--- src/ssr_pkg.sv ---
// Shared constants, types and helpers for the stream substring replace block.
package ssr_pkg;

    localparam int MAX_PATTERN = 8;
    localparam int MAX_REPL    = 8;
    localparam int MAX_RES     = (MAX_PATTERN > MAX_REPL) ? MAX_PATTERN : MAX_REPL;
    localparam int OUT_DEPTH   = 2 * MAX_RES;
    localparam int FILL_W      = $clog2(MAX_PATTERN + 1);
    localparam int CNT_W       = $clog2(OUT_DEPTH + 1);
    localparam int SLOT_W      = $clog2(MAX_RES);
    localparam int LEN_W       = 4;
    localparam int BYTES_W     = 64;
    localparam int ADDR_W      = 5;

    typedef enum logic [1:0] {
        REG_PATTERN_BYTES      = 2'd0,
        REG_PATTERN_LENGTH     = 2'd1,
        REG_REPLACEMENT_BYTES  = 2'd2,
        REG_REPLACEMENT_LENGTH = 2'd3
    } t_reg_idx;

    typedef struct packed {
        logic [7:0] out_byte;
        logic       byte_valid;
        logic       end_of_line;
        logic       line_changed;
    } t_res;

    typedef struct packed {
        logic place;
        logic live;
        logic shift;
    } t_win_ctrl;

    typedef struct packed {
        logic              pop;
        logic              load;
        logic [SLOT_W-1:0] slot;
    } t_out_ctrl;

    // Pattern length as used: zero counts as one, large values saturate.
    function automatic logic [FILL_W-1:0] clamp_pattern_len(input logic [LEN_W-1:0] v);
        logic [FILL_W-1:0] r;
        if (v == '0) begin
            r = FILL_W'(1);
        end else if (32'(v) > MAX_PATTERN) begin
            r = FILL_W'(MAX_PATTERN);
        end else begin
            r = FILL_W'(v);
        end
        return r;
    endfunction

    function automatic logic [LEN_W-1:0] clamp_repl_len(input logic [LEN_W-1:0] v);
        logic [LEN_W-1:0] r;
        if (32'(v) > MAX_REPL) begin
            r = LEN_W'(MAX_REPL);
        end else begin
            r = v;
        end
        return r;
    endfunction

endpackage

--- src/ssr_if.sv ---
// Stream channel interfaces for line bytes in and rewritten results out.
interface ssr_in_if;
    logic       valid;
    logic       ready;
    logic [7:0] line_byte;
    logic       line_end;

    modport source (output valid, output line_byte, output line_end, input ready);
    modport sink   (input valid, input line_byte, input line_end, output ready);
endinterface

interface ssr_out_if;
    logic       valid;
    logic       ready;
    logic [7:0] out_byte;
    logic       byte_valid;
    logic       end_of_line;
    logic       line_changed;

    modport source (output valid, output out_byte, output byte_valid,
                    output end_of_line, output line_changed, input ready);
    modport sink   (input valid, input out_byte, input byte_valid,
                    input end_of_line, input line_changed, output ready);
endinterface

--- src/ssr_win_cell.sv ---
// One window cell: holds a byte, takes the incoming byte or its neighbour's, compares.
module ssr_win_cell (
    input  logic               i_clk,
    input  logic               i_we,
    input  logic [7:0]         i_byte,
    input  logic [7:0]         i_pat,
    input  logic [7:0]         i_nbr,
    input  ssr_pkg::t_win_ctrl i_ctrl,
    output logic [7:0]         o_cur,
    output logic               o_eq
);

    logic [7:0] r_byte;
    logic [7:0] n_byte;

    // The incoming byte lands in the cell at the current fill position.
    assign o_cur  = i_ctrl.place ? i_byte : r_byte;
    assign o_eq   = !i_ctrl.live || (o_cur == i_pat);
    assign n_byte = i_ctrl.shift ? i_nbr : o_cur;

    always_ff @(posedge i_clk) begin
        if (i_we) begin
            r_byte <= n_byte;
        end
    end

endmodule

--- src/ssr_out_cell.sv ---
// One result queue cell: shifts towards the head, or loads a fresh result.
module ssr_out_cell (
    input  logic               i_clk,
    input  ssr_pkg::t_res      i_new [ssr_pkg::MAX_RES],
    input  ssr_pkg::t_res      i_nbr,
    input  ssr_pkg::t_out_ctrl i_ctrl,
    output ssr_pkg::t_res      o_entry
);

    ssr_pkg::t_res r_entry;
    ssr_pkg::t_res n_entry;

    always_comb begin
        if (i_ctrl.load) begin
            n_entry = i_new[i_ctrl.slot];
        end else if (i_ctrl.pop) begin
            n_entry = i_nbr;
        end else begin
            n_entry = r_entry;
        end
    end

    always_ff @(posedge i_clk) begin
        r_entry <= n_entry;
    end

    assign o_entry = r_entry;

endmodule

--- src/stream_substring_replace_core.sv ---
// Top level of the streaming substring replacement block.
//
//  Channel  Direction  Handshake      Carries
//  i_in     in         valid/ready    line_byte, line_end
//  o_out    out        valid/ready    out_byte, byte_valid, end_of_line, line_changed
//  APB      in/out     psel/penable   pattern and replacement registers, 64-bit data
//
// Each accepted byte is handled in the cycle of its transfer: it is placed in the
// window row, the row compares itself with the pattern cell by cell, and the zero to
// eight results it causes are loaded into a sixteen-entry result queue.
// The input is ready whenever the queue holds eight results or fewer, so a byte is
// taken every cycle while results flow; a replacement burst of r bytes adds r
// results to the queue and so can briefly stall the input.
// Reset clears the fill count, the changed flag, the queue count and the registers;
// window and queue contents carry no reset and there is no clearing pass.
module stream_substring_replace_core (
    input  logic                       i_clk,
    input  logic                       i_rst_n,
    ssr_in_if.sink                     i_in,
    ssr_out_if.source                  o_out,
    input  logic                       psel,
    input  logic                       penable,
    input  logic                       pwrite,
    input  logic [ssr_pkg::ADDR_W-1:0] paddr,
    input  logic [ssr_pkg::BYTES_W-1:0] pwdata,
    output logic [ssr_pkg::BYTES_W-1:0] prdata,
    output logic                       pready
);

    // Configuration registers.
    logic [ssr_pkg::BYTES_W-1:0] r_pat_bytes;
    logic [ssr_pkg::LEN_W-1:0]   r_pat_len;
    logic [ssr_pkg::BYTES_W-1:0] r_rep_bytes;
    logic [ssr_pkg::LEN_W-1:0]   r_rep_len;
    ssr_pkg::t_reg_idx           reg_idx;
    logic                        cfg_wr;

    assign pready  = 1'b1;
    assign reg_idx = ssr_pkg::t_reg_idx'(paddr[ssr_pkg::ADDR_W-1:3]);
    assign cfg_wr  = psel && penable && pwrite && pready;

    always_ff @(posedge i_clk) begin
        if (!i_rst_n) begin
            r_pat_bytes <= '0;
            r_pat_len   <= ssr_pkg::LEN_W'(1);
            r_rep_bytes <= '0;
            r_rep_len   <= '0;
        end else if (cfg_wr) begin
            unique case (reg_idx)
                ssr_pkg::REG_PATTERN_BYTES:      r_pat_bytes <= pwdata;
                ssr_pkg::REG_PATTERN_LENGTH:     r_pat_len   <= pwdata[ssr_pkg::LEN_W-1:0];
                ssr_pkg::REG_REPLACEMENT_BYTES:  r_rep_bytes <= pwdata;
                ssr_pkg::REG_REPLACEMENT_LENGTH: r_rep_len   <= pwdata[ssr_pkg::LEN_W-1:0];
                default:                         r_pat_bytes <= r_pat_bytes;
            endcase
        end
    end

    always_comb begin
        unique case (reg_idx)
            ssr_pkg::REG_PATTERN_BYTES:      prdata = r_pat_bytes;
            ssr_pkg::REG_PATTERN_LENGTH:
                prdata = ssr_pkg::BYTES_W'(r_pat_len);
            ssr_pkg::REG_REPLACEMENT_BYTES:  prdata = r_rep_bytes;
            ssr_pkg::REG_REPLACEMENT_LENGTH:
                prdata = ssr_pkg::BYTES_W'(r_rep_len);
            default:                         prdata = '0;
        endcase
    end

    // Window state: fill count, length in use and the line's changed flag.
    logic [ssr_pkg::FILL_W-1:0] r_fill;
    logic [ssr_pkg::FILL_W-1:0] n_fill;
    logic [ssr_pkg::FILL_W-1:0] r_len;
    logic                       r_changed;
    logic                       n_changed;
    logic [ssr_pkg::CNT_W-1:0]  r_cnt;
    logic [ssr_pkg::CNT_W-1:0]  n_cnt;

    logic                       acc;
    logic                       pop;
    logic [ssr_pkg::FILL_W-1:0] len;
    logic [ssr_pkg::FILL_W-1:0] fill_inc;
    logic                       full;
    logic                       match;
    logic                       shift;
    logic [ssr_pkg::LEN_W-1:0]  rep_len;
    logic [ssr_pkg::LEN_W-1:0]  res_n;
    logic                       line_chg;

    logic [7:0]                 win_cur [ssr_pkg::MAX_PATTERN];
    logic [ssr_pkg::MAX_PATTERN-1:0] win_eq;
    ssr_pkg::t_win_ctrl         win_ctrl [ssr_pkg::MAX_PATTERN];

    ssr_pkg::t_res              new_res [ssr_pkg::MAX_RES];
    ssr_pkg::t_res              q_entry [ssr_pkg::OUT_DEPTH];
    ssr_pkg::t_out_ctrl         q_ctrl  [ssr_pkg::OUT_DEPTH];
    logic [ssr_pkg::CNT_W-1:0]  q_base;

    // A new byte is taken while the queue has room for a worst-case burst.
    assign i_in.ready = (32'(r_cnt) <= ssr_pkg::MAX_RES);
    assign acc        = i_in.valid && i_in.ready;
    assign o_out.valid = (r_cnt != '0);
    assign pop        = o_out.valid && o_out.ready;

    // The pattern length is latched only when a fresh window starts.
    assign len      = (r_fill == '0) ? ssr_pkg::clamp_pattern_len(r_pat_len) : r_len;
    assign fill_inc = r_fill + ssr_pkg::FILL_W'(1);
    assign full     = (fill_inc >= len);
    assign match    = full && (&win_eq);
    assign shift    = full && !match;
    assign rep_len  = ssr_pkg::clamp_repl_len(r_rep_len);
    assign line_chg = r_changed || match;

    // The window row: each cell holds one byte and hands it down on a shift.
    for (genvar gi = 0; gi < ssr_pkg::MAX_PATTERN; gi++) begin : g_win
        logic [7:0] nbr;
        if (gi == ssr_pkg::MAX_PATTERN - 1) begin : g_last
            assign nbr = '0;
        end else begin : g_mid
            assign nbr = win_cur[gi+1];
        end

        assign win_ctrl[gi].place = (r_fill == ssr_pkg::FILL_W'(gi));
        assign win_ctrl[gi].live  = (ssr_pkg::FILL_W'(gi) < len);
        assign win_ctrl[gi].shift = shift;

        ssr_win_cell u_cell (
            .i_clk  (i_clk),
            .i_we   (acc),
            .i_byte (i_in.line_byte),
            .i_pat  (r_pat_bytes[8*gi +: 8]),
            .i_nbr  (nbr),
            .i_ctrl (win_ctrl[gi]),
            .o_cur  (win_cur[gi]),
            .o_eq   (win_eq[gi])
        );
    end

    // Results of this byte: either the replacement, or a run of window bytes
    // from the oldest onwards. A line end with nothing to emit gives a bare marker.
    always_comb begin
        if (match) begin
            res_n = rep_len;
        end else if (full) begin
            res_n = i_in.line_end ? ssr_pkg::LEN_W'(len) : ssr_pkg::LEN_W'(1);
        end else begin
            res_n = i_in.line_end ? ssr_pkg::LEN_W'(fill_inc) : '0;
        end
        if (i_in.line_end && res_n == '0) begin
            res_n = ssr_pkg::LEN_W'(1);
        end
    end

    always_comb begin
        for (int k = 0; k < ssr_pkg::MAX_RES; k++) begin
            if (match) begin
                new_res[k].out_byte   = r_rep_bytes[8*k +: 8];
                new_res[k].byte_valid = (rep_len != '0);
            end else if (k < ssr_pkg::MAX_PATTERN) begin
                new_res[k].out_byte   = win_cur[k];
                new_res[k].byte_valid = 1'b1;
            end else begin
                new_res[k].out_byte   = '0;
                new_res[k].byte_valid = 1'b0;
            end
            if (!new_res[k].byte_valid) begin
                new_res[k].out_byte = '0;
            end
            new_res[k].end_of_line  = i_in.line_end
                                      && (ssr_pkg::LEN_W'(k) == res_n - ssr_pkg::LEN_W'(1));
            new_res[k].line_changed = new_res[k].end_of_line && line_chg;
        end
    end

    // Window bookkeeping.
    always_comb begin
        n_fill    = r_fill;
        n_changed = r_changed;
        if (acc) begin
            if (i_in.line_end || match) begin
                n_fill = '0;
            end else if (full) begin
                n_fill = len - ssr_pkg::FILL_W'(1);
            end else begin
                n_fill = fill_inc;
            end
            if (i_in.line_end) begin
                n_changed = 1'b0;
            end else if (match) begin
                n_changed = 1'b1;
            end
        end
    end

    always_ff @(posedge i_clk) begin
        if (!i_rst_n) begin
            r_fill    <= '0;
            r_len     <= ssr_pkg::FILL_W'(1);
            r_changed <= 1'b0;
        end else begin
            r_fill    <= n_fill;
            r_changed <= n_changed;
            if (acc) begin
                r_len <= len;
            end
        end
    end

    // Result queue: head in cell zero; new results land just behind what stays.
    assign q_base = r_cnt - ssr_pkg::CNT_W'(pop);
    assign n_cnt  = q_base + (acc ? ssr_pkg::CNT_W'(res_n) : '0);

    for (genvar gj = 0; gj < ssr_pkg::OUT_DEPTH; gj++) begin : g_out
        ssr_pkg::t_res             nbr;
        logic [ssr_pkg::CNT_W-1:0] gap;
        if (gj == ssr_pkg::OUT_DEPTH - 1) begin : g_last
            assign nbr = '0;
        end else begin : g_mid
            assign nbr = q_entry[gj+1];
        end

        assign gap               = ssr_pkg::CNT_W'(gj) - q_base;
        assign q_ctrl[gj].pop    = pop;
        assign q_ctrl[gj].load   = acc && (gap < ssr_pkg::CNT_W'(res_n));
        assign q_ctrl[gj].slot   = gap[ssr_pkg::SLOT_W-1:0];

        ssr_out_cell u_cell (
            .i_clk   (i_clk),
            .i_new   (new_res),
            .i_nbr   (nbr),
            .i_ctrl  (q_ctrl[gj]),
            .o_entry (q_entry[gj])
        );
    end

    always_ff @(posedge i_clk) begin
        if (!i_rst_n) begin
            r_cnt <= '0;
        end else begin
            r_cnt <= n_cnt;
        end
    end

    assign o_out.out_byte     = q_entry[0].out_byte;
    assign o_out.byte_valid   = q_entry[0].byte_valid;
    assign o_out.end_of_line  = q_entry[0].end_of_line;
    assign o_out.line_changed = q_entry[0].line_changed;

endmodule

--- src/flat_wrapper.sv ---
// flat-port wrapper written by rule: the top's interface ports become plain ports
module stream_substring_replace_core_flat 
  (i_clk, i_rst_n, psel, penable, pwrite, paddr, pwdata, prdata, pready, i_in_valid, i_in_line_byte, i_in_line_end, i_in_ready, o_out_valid, o_out_out_byte, o_out_byte_valid, o_out_end_of_line, o_out_line_changed, o_out_ready);
  ssr_in_if i_in_i ();
  ssr_out_if o_out_i ();
  input  logic i_clk;
  input  logic i_rst_n;
  input  logic psel;
  input  logic penable;
  input  logic pwrite;
  input  logic [ssr_pkg::ADDR_W-1:0] paddr;
  input  logic [ssr_pkg::BYTES_W-1:0] pwdata;
  output logic [ssr_pkg::BYTES_W-1:0] prdata;
  output logic pready;
  input wire logic [$bits(i_in_i.valid)-1:0] i_in_valid;
  input wire logic [$bits(i_in_i.line_byte)-1:0] i_in_line_byte;
  input wire logic [$bits(i_in_i.line_end)-1:0] i_in_line_end;
  output wire logic [$bits(i_in_i.ready)-1:0] i_in_ready;
  output wire logic [$bits(o_out_i.valid)-1:0] o_out_valid;
  output wire logic [$bits(o_out_i.out_byte)-1:0] o_out_out_byte;
  output wire logic [$bits(o_out_i.byte_valid)-1:0] o_out_byte_valid;
  output wire logic [$bits(o_out_i.end_of_line)-1:0] o_out_end_of_line;
  output wire logic [$bits(o_out_i.line_changed)-1:0] o_out_line_changed;
  input wire logic [$bits(o_out_i.ready)-1:0] o_out_ready;
  assign i_in_i.valid = i_in_valid;
  assign i_in_i.line_byte = i_in_line_byte;
  assign i_in_i.line_end = i_in_line_end;
  assign i_in_ready = i_in_i.ready;
  assign o_out_valid = o_out_i.valid;
  assign o_out_out_byte = o_out_i.out_byte;
  assign o_out_byte_valid = o_out_i.byte_valid;
  assign o_out_end_of_line = o_out_i.end_of_line;
  assign o_out_line_changed = o_out_i.line_changed;
  assign o_out_i.ready = o_out_ready;
  stream_substring_replace_core u_core (.i_clk(i_clk), .i_rst_n(i_rst_n), .i_in(i_in_i), .o_out(o_out_i), .psel(psel), .penable(penable), .pwrite(pwrite), .paddr(paddr), .pwdata(pwdata), .prdata(prdata), .pready(pready));
endmodule
--- config.mk ---
export PLATFORM = sky130hd
export DESIGN_NAME = stream_substring_replace_core_flat
export DESIGN_NICKNAME = d
export VERILOG_FILES = /design/src/ssr_pkg.sv /design/src/ssr_if.sv /design/src/ssr_win_cell.sv /design/src/ssr_out_cell.sv /design/src/stream_substring_replace_core.sv /design/src/flat_wrapper.sv
export SDC_FILE = /design/constraint.sdc
export NUM_CORES = 1
export LEC_CHECK = 0
export CAP_MARGIN = 20
export CORE_ASPECT_RATIO = 0.5
export CORE_MARGIN = 2
export CORE_UTILIZATION = 50
export DETAILED_ROUTE_END_ITERATION = 12
export DONT_BUFFER_PORTS = 1
export PLACE_DENSITY = 0.71
export SLEW_MARGIN = 5
export SYNTH_ARGS = -nofsm -noshare
export SYNTH_HDL_FRONTEND = slang
export SYNTH_SLANG_ARGS = --single-unit
--- constraint.sdc ---
create_clock -name i_clk -period 16.2 [get_ports i_clk]
set_clock_uncertainty 0.1 [all_clocks]
set_input_delay 4.05 -clock i_clk [delete_from_list [all_inputs] [get_ports i_clk]]
set_output_delay 4.05 -clock i_clk [all_outputs]
set_load 0.02 [all_outputs]
; ---- Word level (Yosys, flattened, before mapping)
; Cells that the tools add are included.
[totals]
inputBits = 85
reg_bits = 390
out_inout_bits = 78
wordCells = 400
[classes]
n_eq_ne = 25
magnitude_cmp = 44
n_reduce_logical = 88
mux = 126
n_bitwise = 16
add_sub_neg = 21
[ops]
columns = op, n
row1 = 11-bit two-way mux, 64
row2 = 11-bit binary-select mux with 3-bit select, 16
row3 = 64-bit case mux with 4 select lines, 1
row4 = 8-bit two-way mux, 23
row5 = 5-bit by 4-bit < comparator with 1-bit output, 16
row6 = 9-bit two-way mux, 8
row7 = 8-bit == test, 8
row8 = 4-bit greater-or-equal comparator (second input constant), 16
row9 = 3-bit NOT with 4-bit output, 16
row10 = 4-bit two-way mux, 12
row11 = 4-bit by 5-bit subtractor with 5-bit output (first input constant), 8
row12 = 1-bit logical AND, 39
row13 = 2-bit nonzero test, 17
row14 = 3-bit by 5-bit subtractor with 5-bit output (first input constant), 4
row15 = 3-bit by 4-bit == test with 1-bit output (first input constant), 4
row16 = 4-bit by 3-bit == test with 1-bit output (second input constant), 4
row17 = 4-bit logical NOT, 4
row18 = 3-bit by 4-bit < comparator with 1-bit output (first input constant), 4
row19 = 1-bit logical OR, 10
row20 = 2-bit AND reduction, 5
row21 = 1-bit by 5-bit subtractor with 5-bit output (first input constant), 2
row22 = 2-bit by 5-bit subtractor with 5-bit output (first input constant), 2
row23 = 1-bit logical NOT, 9
row24 = 2-bit by 4-bit == test with 1-bit output (first input constant), 2
row25 = other kinds (19), 26

; ---- Longest topological paths before layout
; Gate-level depths: netlist (run 1).
[depth]
word_depth = 21
depth_mapped = 28
mapped_depth_nobuf = 22

; ---- Modules after synthesis
; From an unflattened synthesis (run 1), not the netlist that was laid out.
[unflattened]
cells_unflattened = 3642
area_unflattened_um2 = 35494.0
[modules_own_cells]
columns = mod, n_inst, cells_each, seq_area_each_um2, area_per_inst_um2
row1 = ssr_out_cell, 16, 127, 330.3, 1328.8
row2 = stream_substring_replace_core, 1, 1314, 3002.9, 9749.4
row3 = ssr_win_cell, 8, 37, 240.2, 560.5

; ---- Worst setup path before layout (run 1)
; OpenSTA, ideal clock, no wires.
[synth_path]
kind = in2reg
start = in o_out_ready
end = reg u_core.g_out[14].u_cell.r_entry (netlist bit u_core.g_out[14].u_cell.o_entry[0]) (enable)
required_ns = 15.747
cell_stages = 20
n_path_buf = 7
slack_ns = 6.546
arrival_ns = 9.201
setup_ns = 0.353
path_cell_list = nand2_1 -> clkbuf_1 -> inv_1 -> ha_1 -> ha_1 -> inv_1 -> buf_1 -> clkbuf_1 -> ha_1 -> xnor2_1 -> inv_1 -> buf_1 -> clkbuf_1 -> ha_1 -> and2_1 -> o21ai_0 -> o211a_1 -> buf_2 -> buf_1 -> nand2b_1
[synth_via]
elab_chain_len = 6
[synth_rtl]
columns = element, line_no
row1 = from (decl), flat_wrapper.sv:24  ; input wire logic [$bits(o_out_i.ready)-1:0] o_out_ready;
row2 = 1-bit logical AND *, stream_substring_replace_core.sv:104  ; assign pop = o_out.valid && o_out.ready;
row3 = 5-bit by 1-bit subtractor with 5-bit output, stream_substring_replace_core.sv:211  ; assign q_base = r_cnt - ssr_pkg::CNT_W'(pop);
row4 = 4-bit by 5-bit subtractor with 5-bit output, stream_substring_replace_core.sv:223  ; assign gap = ssr_pkg::CNT_W'(gj) - q_base;
row5 = 5-bit by 4-bit < comparator with 1-bit output, stream_substring_replace_core.sv:225  ; assign q_ctrl[gj].load = acc && (gap < ssr_pkg::CNT_W'(res_n));
row6 = 1-bit logical AND, stream_substring_replace_core.sv:225
row7 = 2-bit nonzero test (no line) *, n/a
row8 = to (signal assigned), ssr_out_cell.sv:24  ; r_entry <= n_entry;
row9 = to (decl), ssr_out_cell.sv:10  ; ssr_pkg::t_res r_entry;
; Mark *: on every way between the ends. The rest lies on a longest branch, timed or not.
; A chain may end at the register's enable or synchronous reset.

; ---- Worst setup path after layout (run 1)
[layout_path]
start = in i_in_line_byte[3]
end = reg u_core.g_out[14].u_cell.r_entry (netlist bit u_core.g_out[14].u_cell.o_entry[9]) (enable)
[layout_via]
elab_chain_len = 12
word_cells_on_any_way = 33
classes_between = order compare: 1 / eq/ne: 8 / mux: 10 / reduce/logical: 14
[layout_rtl]
columns = element, line_no
row1 = from (decl), flat_wrapper.sv:16  ; input wire logic [$bits(i_in_i.line_byte)-1:0] i_in_line_byte;
row2 = 8-bit two-way mux, ssr_win_cell.sv:17  ; assign o_cur = i_ctrl.place ? i_byte : r_byte;
row3 = 8-bit == test, ssr_win_cell.sv:18  ; assign o_eq = !i_ctrl.live || (o_cur == i_pat);
row4 = 1-bit logical OR, ssr_win_cell.sv:18
row5 = 8-bit AND reduction *, stream_substring_replace_core.sv:110  ; assign match = full && (&win_eq);
row6 = 1-bit logical AND *, stream_substring_replace_core.sv:110
row7 = 4-bit two-way mux *, stream_substring_replace_core.sv:143  ; if (match) begin
row8 = 4-bit logical NOT, stream_substring_replace_core.sv:150  ; if (i_in.line_end && res_n == '0) begin
row9 = 1-bit logical AND, stream_substring_replace_core.sv:150
row10 = 4-bit two-way mux *, stream_substring_replace_core.sv:150
row11 = 5-bit by 4-bit < comparator with 1-bit output *, stream_substring_replace_core.sv:225
row12 = 1-bit logical AND *, stream_substring_replace_core.sv:225
row13 = 2-bit nonzero test (no line) *, n/a
; Marks and branches as above.

==> results of run 1 <==
metrics by stage:
step | std cells | hold slack (ps) | worst slack [ps]
final | 3310 | 380 | 6290
after detailed placement | 3226 | 373 | 5810
after global routing | 3309 | 404 | 6220
after floorplan | 2686 | 350 | 6550
after global placement | 3224 | 364 | 5920
after CTS | 3296 | 381 | 6360
sequential cells by signal, summed over array words and instances, names as in the netlist:
signal	flops
u_core.r_changed	1
u_core.g_win.u_cell.r_byte	64
u_core.r_len	4
u_core.r_fill	4
u_core.g_out.u_cell.o_entry	176
u_core.r_rep_bytes	64
u_core.r_cnt	5
u_core.r_pat_len	4
u_core.r_rep_len	4
u_core.r_pat_bytes	64
logic make-up after synthesis:
group           Yosys count  synth area share (%)
xor+xnor                 53                  1.74
simple gates            868                  14.3
compound gates          594                  15.6
fa+ha+maj                54                  2.56
mux                     449                  23.2
flops                   390                  38.3
other cells               1                0.0141
buf+inv                 277                  4.29
worst register-to-register path: stages, from the launching register on:
cell	delay, ps
dfxtp_1	620
ha_1	340
nor3b_4	730
mux2i_1	730
o22ai_1	220
a221oi_1	260
nand4b_1	400
o41ai_2	620
o211ai_2	270
nor3_4	380
buf_4	580
a21oi_1	240
buf_4	240
ha_1	350
and2_1	170
o21ai_0	180
o211a_1	600
nand2b_1	560
routing by layer:
| layer | GRT usage (%) | up-vias | part of all wire, % |
|---|---|---|---|
| li1 | - | 9767 | - |
| met1 | 43.4 | 10712 | 42 |
| met2 | 43.7 | 1293 | 43 |
| met3 | 8.92 | 153 | 12 |
| met4 | 8.89 | 2 | 3.0 |
| met5 | 0 | - | 0.027 |
cell type report:
type / instances / area (um2) / share of cell area (%)
diodes: 1 / 2.50 / 0.00878
clock buffers: 55 / 1140 / 4.00
clock inverters: 15 / 180 / 0.632
inverters: 75 / 282 / 0.987
multi-input cells: 2019 / 15400 / 54.0
flip-flops and latches: 390 / 10200 / 35.8
well taps: 701 / 877 / 3.08
repair buffers: 54 / 422 / 1.48
cell usage in the layout (no fill, tap or decap), types with 48 or more instances in the layout:
cell / instances
nand2_1: 476
edfxtp_1: 240
mux2i_1: 198
nor2_1: 164
dfxtp_1: 150
a21boi_0: 134
mux2_2: 129
mux4_2: 121
o21ai_0: 78
inv_1: 69
a21oi_1: 62
a22oi_1: 55
buf_4: 52
ha_1: 51
a31oi_1: 49
nor3_1: 48
worst max-delay path by stage:
stage	start	depth (start not counted)	to
6_report	i_in_line_byte[3]	16	u_core.g_out[14].u_cell.o_entry[9]
5_1_grt	i_in_line_byte[3]	15	u_core.g_out[11].u_cell.o_entry[9]
4_1_cts	i_in_line_byte[3]	14	u_core.g_out[11].u_cell.o_entry[10]
3_5_place_dp	i_in_line_byte[3]	14	u_core.g_out[11].u_cell.o_entry[2]
3_3_place_gp	i_in_line_byte[3]	14	u_core.g_out[11].u_cell.o_entry[2]
2_1_floorplan	o_out_ready	20	u_core.g_out[14].u_cell.o_entry[0]
==> out/results.txt, run 1 <==
synth top area cells -> edfxtp_1 27%, dfxtp_1 11%, mux4_2 10%
fin util -> 54.5%
CTS-repair resized insts -> 0
HP Start -> u_core.r_rep_bytes[42]
Mapped Cells -> 2686
drt pass-1 iters -> 6
final instance area -> 0.0285 mm2
number of CTS-inserted buffers -> 39
worst hold-check path type -> flop to flop
Synth Area per Inst -> 9.93 um2
#FFs+latches synth -> 390
Max-Slew Margin vs Limit -> 20.0%
Yosys Warn Count -> 0
most common cell in the netlist -> nand2_1
flop2flop setup slack -> 8230 ps
Clock Tree Root -> clkbuf_16
Reg-to-Reg End -> u_core.g_out[14].u_cell.o_entry[9]
layout cell share with drive strength beyond 1 -> 16.0%
CP Launch Type -> primary input
status -> completed
period utilisation layout -> 61.2%
critical path arrival -> 9990 ps
ys flop type -> edfxtp_1
max incr delay on CP -> 820 ps
RSZ-0062 raised after global routing -> false
H-tree depth -> 2
Max-cap violations -> 0
Layout fillers -> 4538
Die Ht -> 167 um
CP bufs+invs -> 3
Die ar. -> 0.0553 mm2
Synth cell types -> 83
initial antenna violation count -> 1
Clock Sinks -> 390
GPL Wtd Cong -> 0.953
DRC errors left -> 0
die width -> 331 um
vias in the first global route -> 20352
Async S/R FF share, synth -> 0%
CP dominant cell by count -> buf_4
reg-to-reg critical path startpoint -> u_core.r_fill[0]
Post-synth EDFFs -> 240
critical path data required time -> 16280 ps
Post-synth top cells -> 478 x nand2_1, 240 x edfxtp_1, 198 x mux2i_1
CP top delay family -> compound AO/OA/AOI/OAI gates
drt wl/cell -> 25.7 um
CTS clk-pin slew, worst paths -> 60 ps
critical path endpoint category -> flop
Via-to-Cell Ratio -> 6.62
GRT Util Overall -> 30.1%
Critical-path top delay cell -> nor4_1
io pins -> 163
first-pass GRT wire length -> 127000 um
Max FO, Critical Path -> 36
Hold Path Cell Cnt -> 2
core box area -> 0.0523 mm2
largest net degree at the start of global routing -> 151
Final #Nets -> 2718
sequential area share after synthesis -> 38.3%
Slew @ Worst Pin -> 1190 ps
Setup TNS -> 0 ps
final worst path period need -> 9910 ps
DP Area -> 0.0271 mm2
Row Count -> 59
Peak Freq -> 101 MHz
share of Yosys cell area claimed by the top area cell type -> 27.0%
dpl hpwl -> 59900 um
clock buffer depth -> 3
vias -> 21927
Area Overhead vs Synth -> 6.89%
CTS tree -> yes
area leader, netlist -> edfxtp_1
final WL -> 85200 um
Post-CTS Hold Buffers -> 0
final setup fails -> 0
initial core utilization -> 51.0%
worst skew pair latency -> 570 ps
Iter 0 DRT Violations -> 2792
Synth Net Count -> 2825
total global routing overflow -> 0
Post-CTS Setup Inserts -> 0
I/O Buffers -> 0
Mapped Area -> 0.0267 mm2
Final Max Slew Viols -> 0
worst r2r path cells -> 17
Hold EP -> u_core.r_rep_bytes[42]
Setup CP Type -> primary input to flop
Routed Antenna Nets -> 0
Final Hold Fails -> 0
critical-path cell list -> inv_1 > nor2_1 > o41ai_1 > o221ai_1 > nor4_1 > a31oi_1 > a22o_1 > nor3_4 > buf_4 > a21oi_1 > buf_4 > ha_1 > and2_1 > o21ai_0 > o211a_1 > nand2b_1
Power of run 1 is not shown: default switching activity piles up to over one toggle a cycle in this logic, so the estimate is an artifact.
==> run 2: changes to the inputs <==
clock period = 9.85 ns   (was 16.2 ns; I/O delays follow)
==> run 2 against run 1 <==
Non-clock buffer count decreased by 2. First-iteration DRC count grew 20%. Highest routed layer is now met4. Setup slack worse by 4600 ps. Sequential cell count stayed put. Routed wire length decreased by 0.94%. Die area is the same. Core utilization is essentially flat.
==> out/results.txt, run 2 (synthesis gave the netlist of run 1 again) <==
Die ar. -> 0.0553 mm2 (unchanged)
critical path data required time -> 9930 ps (-6350 ps)
GPL Wtd Cong -> 0.964 (+1.1%)
CP Launch Type -> primary input
drt wl/cell -> 25.5 um (-0.94%)
period utilisation layout -> 82.9%
worst r2r path cells -> 19 (+2)
worst hold-check path type -> flop to flop
Reg-to-Reg End -> u_core.g_out[3].u_cell.o_entry[2]
die width -> 331 um (unchanged)
largest net degree at the start of global routing -> 151 (unchanged)
Iter 0 DRT Violations -> 3356 (+20%)
first-pass GRT wire length -> 127000 um (-0.14%)
CTS tree -> yes
Critical-path top delay cell -> nor4_1
CP top delay family -> compound AO/OA/AOI/OAI gates
CP endpoint -> u_core.g_out[6].u_cell.o_entry[1]
Final #Nets -> 2717 (-0.037%)
met2 Usage GRT -> 43.4% (-0.25 points)
Area Overhead vs Synth -> 6.79% (about the same)
H-tree depth -> 2 (unchanged)
Clock Tree Root -> clkbuf_16
Max-Slew Margin vs Limit -> 15.5% (-4.6 points)
Global Route met1 Usage -> 42.6% (-0.78 points)
Via-to-Cell Ratio -> 6.69 (+0.93%)
layout cell share with drive strength beyond 1 -> 15.9% (-0.044 points)
critical-path cell list -> inv_1 > nor2_1 > o41ai_1 > o221ai_1 > nor4_1 > a31oi_1 > a22o_1 > nor3_4 > buf_12 > nor2_1 > a21oi_1 > buf_4 > ha_1 > and3_1 > a21oi_1 > o211a_1 > nand2b_1
I/O Buffers -> 0 (unchanged)
worst skew pair latency -> 560 ps (about the same)
max reg flops -> 176 (unchanged)
CTS clk-pin slew, worst paths -> 60 ps (about the same)
CP bufs+invs -> 3 (unchanged)
Clock Sinks -> 390 (unchanged)
critical path endpoint category -> flop
final setup fails -> 0 (unchanged)
Max FO, Critical Path -> 87 (+140%)
commonest non-fill, non-tap cell in the layout -> nand2_1
reg-to-reg critical path startpoint -> u_core.r_fill[0]
Final Hold Fails -> 0 (unchanged)
number of CTS-inserted buffers -> 40 (+2.6%)
vias in the first global route -> 20461 (+0.54%)
Routed Antenna Nets -> 0 (unchanged)
Max-cap violations -> 0 (unchanged)
Peak Freq -> 123 MHz
Slew @ Worst Pin -> 1230 ps (+38.9 ps)
drt pass-1 iters -> 6 (unchanged)
Post-CTS Setup Inserts -> 0 (unchanged)
GRT Max-Usage Layer -> met2
final WL -> 84400 um (-0.94%)
Layout fillers -> 4470 (-1.5%)
io pins -> 163 (unchanged)
dpl hpwl -> 58900 um (-1.7%)
max incr delay on CP -> 930 ps (+110 ps)
Row Count -> 59 (unchanged)
status -> completed
flop2flop setup slack -> 2180 ps (-6050 ps)
critical path arrival -> 8240 ps (-1750 ps)
Final Max Slew Viols -> 0 (unchanged)
DRC errors left -> 0 (unchanged)
clock buffer depth -> 3 (unchanged)
total global routing overflow -> 0 (unchanged)
CTS-repair resized insts -> 0 (unchanged)
RSZ-0062 raised after global routing -> false
vias -> 22131 (+0.93%)
HP Start -> u_core.r_rep_bytes[32]
most frequent cells in the layout -> 476 x nand2_1, 240 x edfxtp_1, 198 x mux2i_1, 164 x nor2_1, 150 x dfxtp_1
GRT Util Overall -> 30.0% (-0.11 points)
final worst path period need -> 8160 ps
Setup CP Type -> primary input to flop
Post-CTS Hold Buffers -> 0 (unchanged)
Antenna diodes -> 0 (-1)
initial core utilization -> 51.0% (unchanged)
Die Ht -> 167 um (unchanged)
met3 Usage GRT -> 9.88% (+0.96 points)
CP Depth -> 17 (+1)
CP startpoint -> i_in_line_byte[3]
core box area -> 0.0523 mm2 (unchanged)
initial antenna violation count -> 0 (-1)
Setup TNS -> 0 ps (unchanged)
==> run 2: per-stage QoR <==
step / hold slack (ps) / instance area [um2] / std cells / util [%] / worst slack (ps)
floorplan: 350 / 26700 / 2686 / - / 1780
global route: 402 / 28500 / 3310 / 54.4 / 1540
global placement: 365 / 27100 / 3225 / 51.7 / 1490
finish: 379 / 28500 / 3310 / 54.4 / 1690
CTS: 380 / 28400 / 3302 / 54.3 / 1870
detailed placement: 369 / 27100 / 3229 / 51.8 / 1420
==> run 2: worst min-delay path, stage by stage (launching register included) <==
cell and delay [ps]:
dfxtp_1 320, nand2_1 50, a21boi_0 60
==> run 2: cell type report <==
| class | instances | area [um2] | share of cell area, % |
|---|---|---|---|
| Clock buffer | 53 | 1120 | 3.94 |
| Tap cell | 701 | 877 | 3.08 |
| Sequential cell | 390 | 10200 | 35.8 |
| Timing Repair Buffer | 52 | 410 | 1.44 |
| Inverter | 75 | 282 | 0.988 |
| Multi-Input combinational cell | 2019 | 15400 | 54.1 |
| Clock inverter | 20 | 185 | 0.650 |
==> run 2: worst min-delay path by stage <==
stage	end	slack, ps	depth (start not counted)
after global placement	u_core.r_rep_bytes[41]	370	2
after CTS	u_core.r_rep_bytes[0]	380	2
after floorplan	u_core.r_pat_len[0]	350	2
after detailed placement	u_core.r_rep_bytes[0]	370	2
after global routing	u_core.r_rep_bytes[0]	400	2
final	u_core.r_rep_bytes[32]	380	2
==> run 2: per-layer routing <==
layer / wire [um] / vias to the layer above
met1: 34000 / 10674
met4: 2590 / 0
li1: - / 9778
met2: 36000 / 1488
met5: 0 / -
met3: 11800 / 191
Power of run 2 is left out for the same reason.
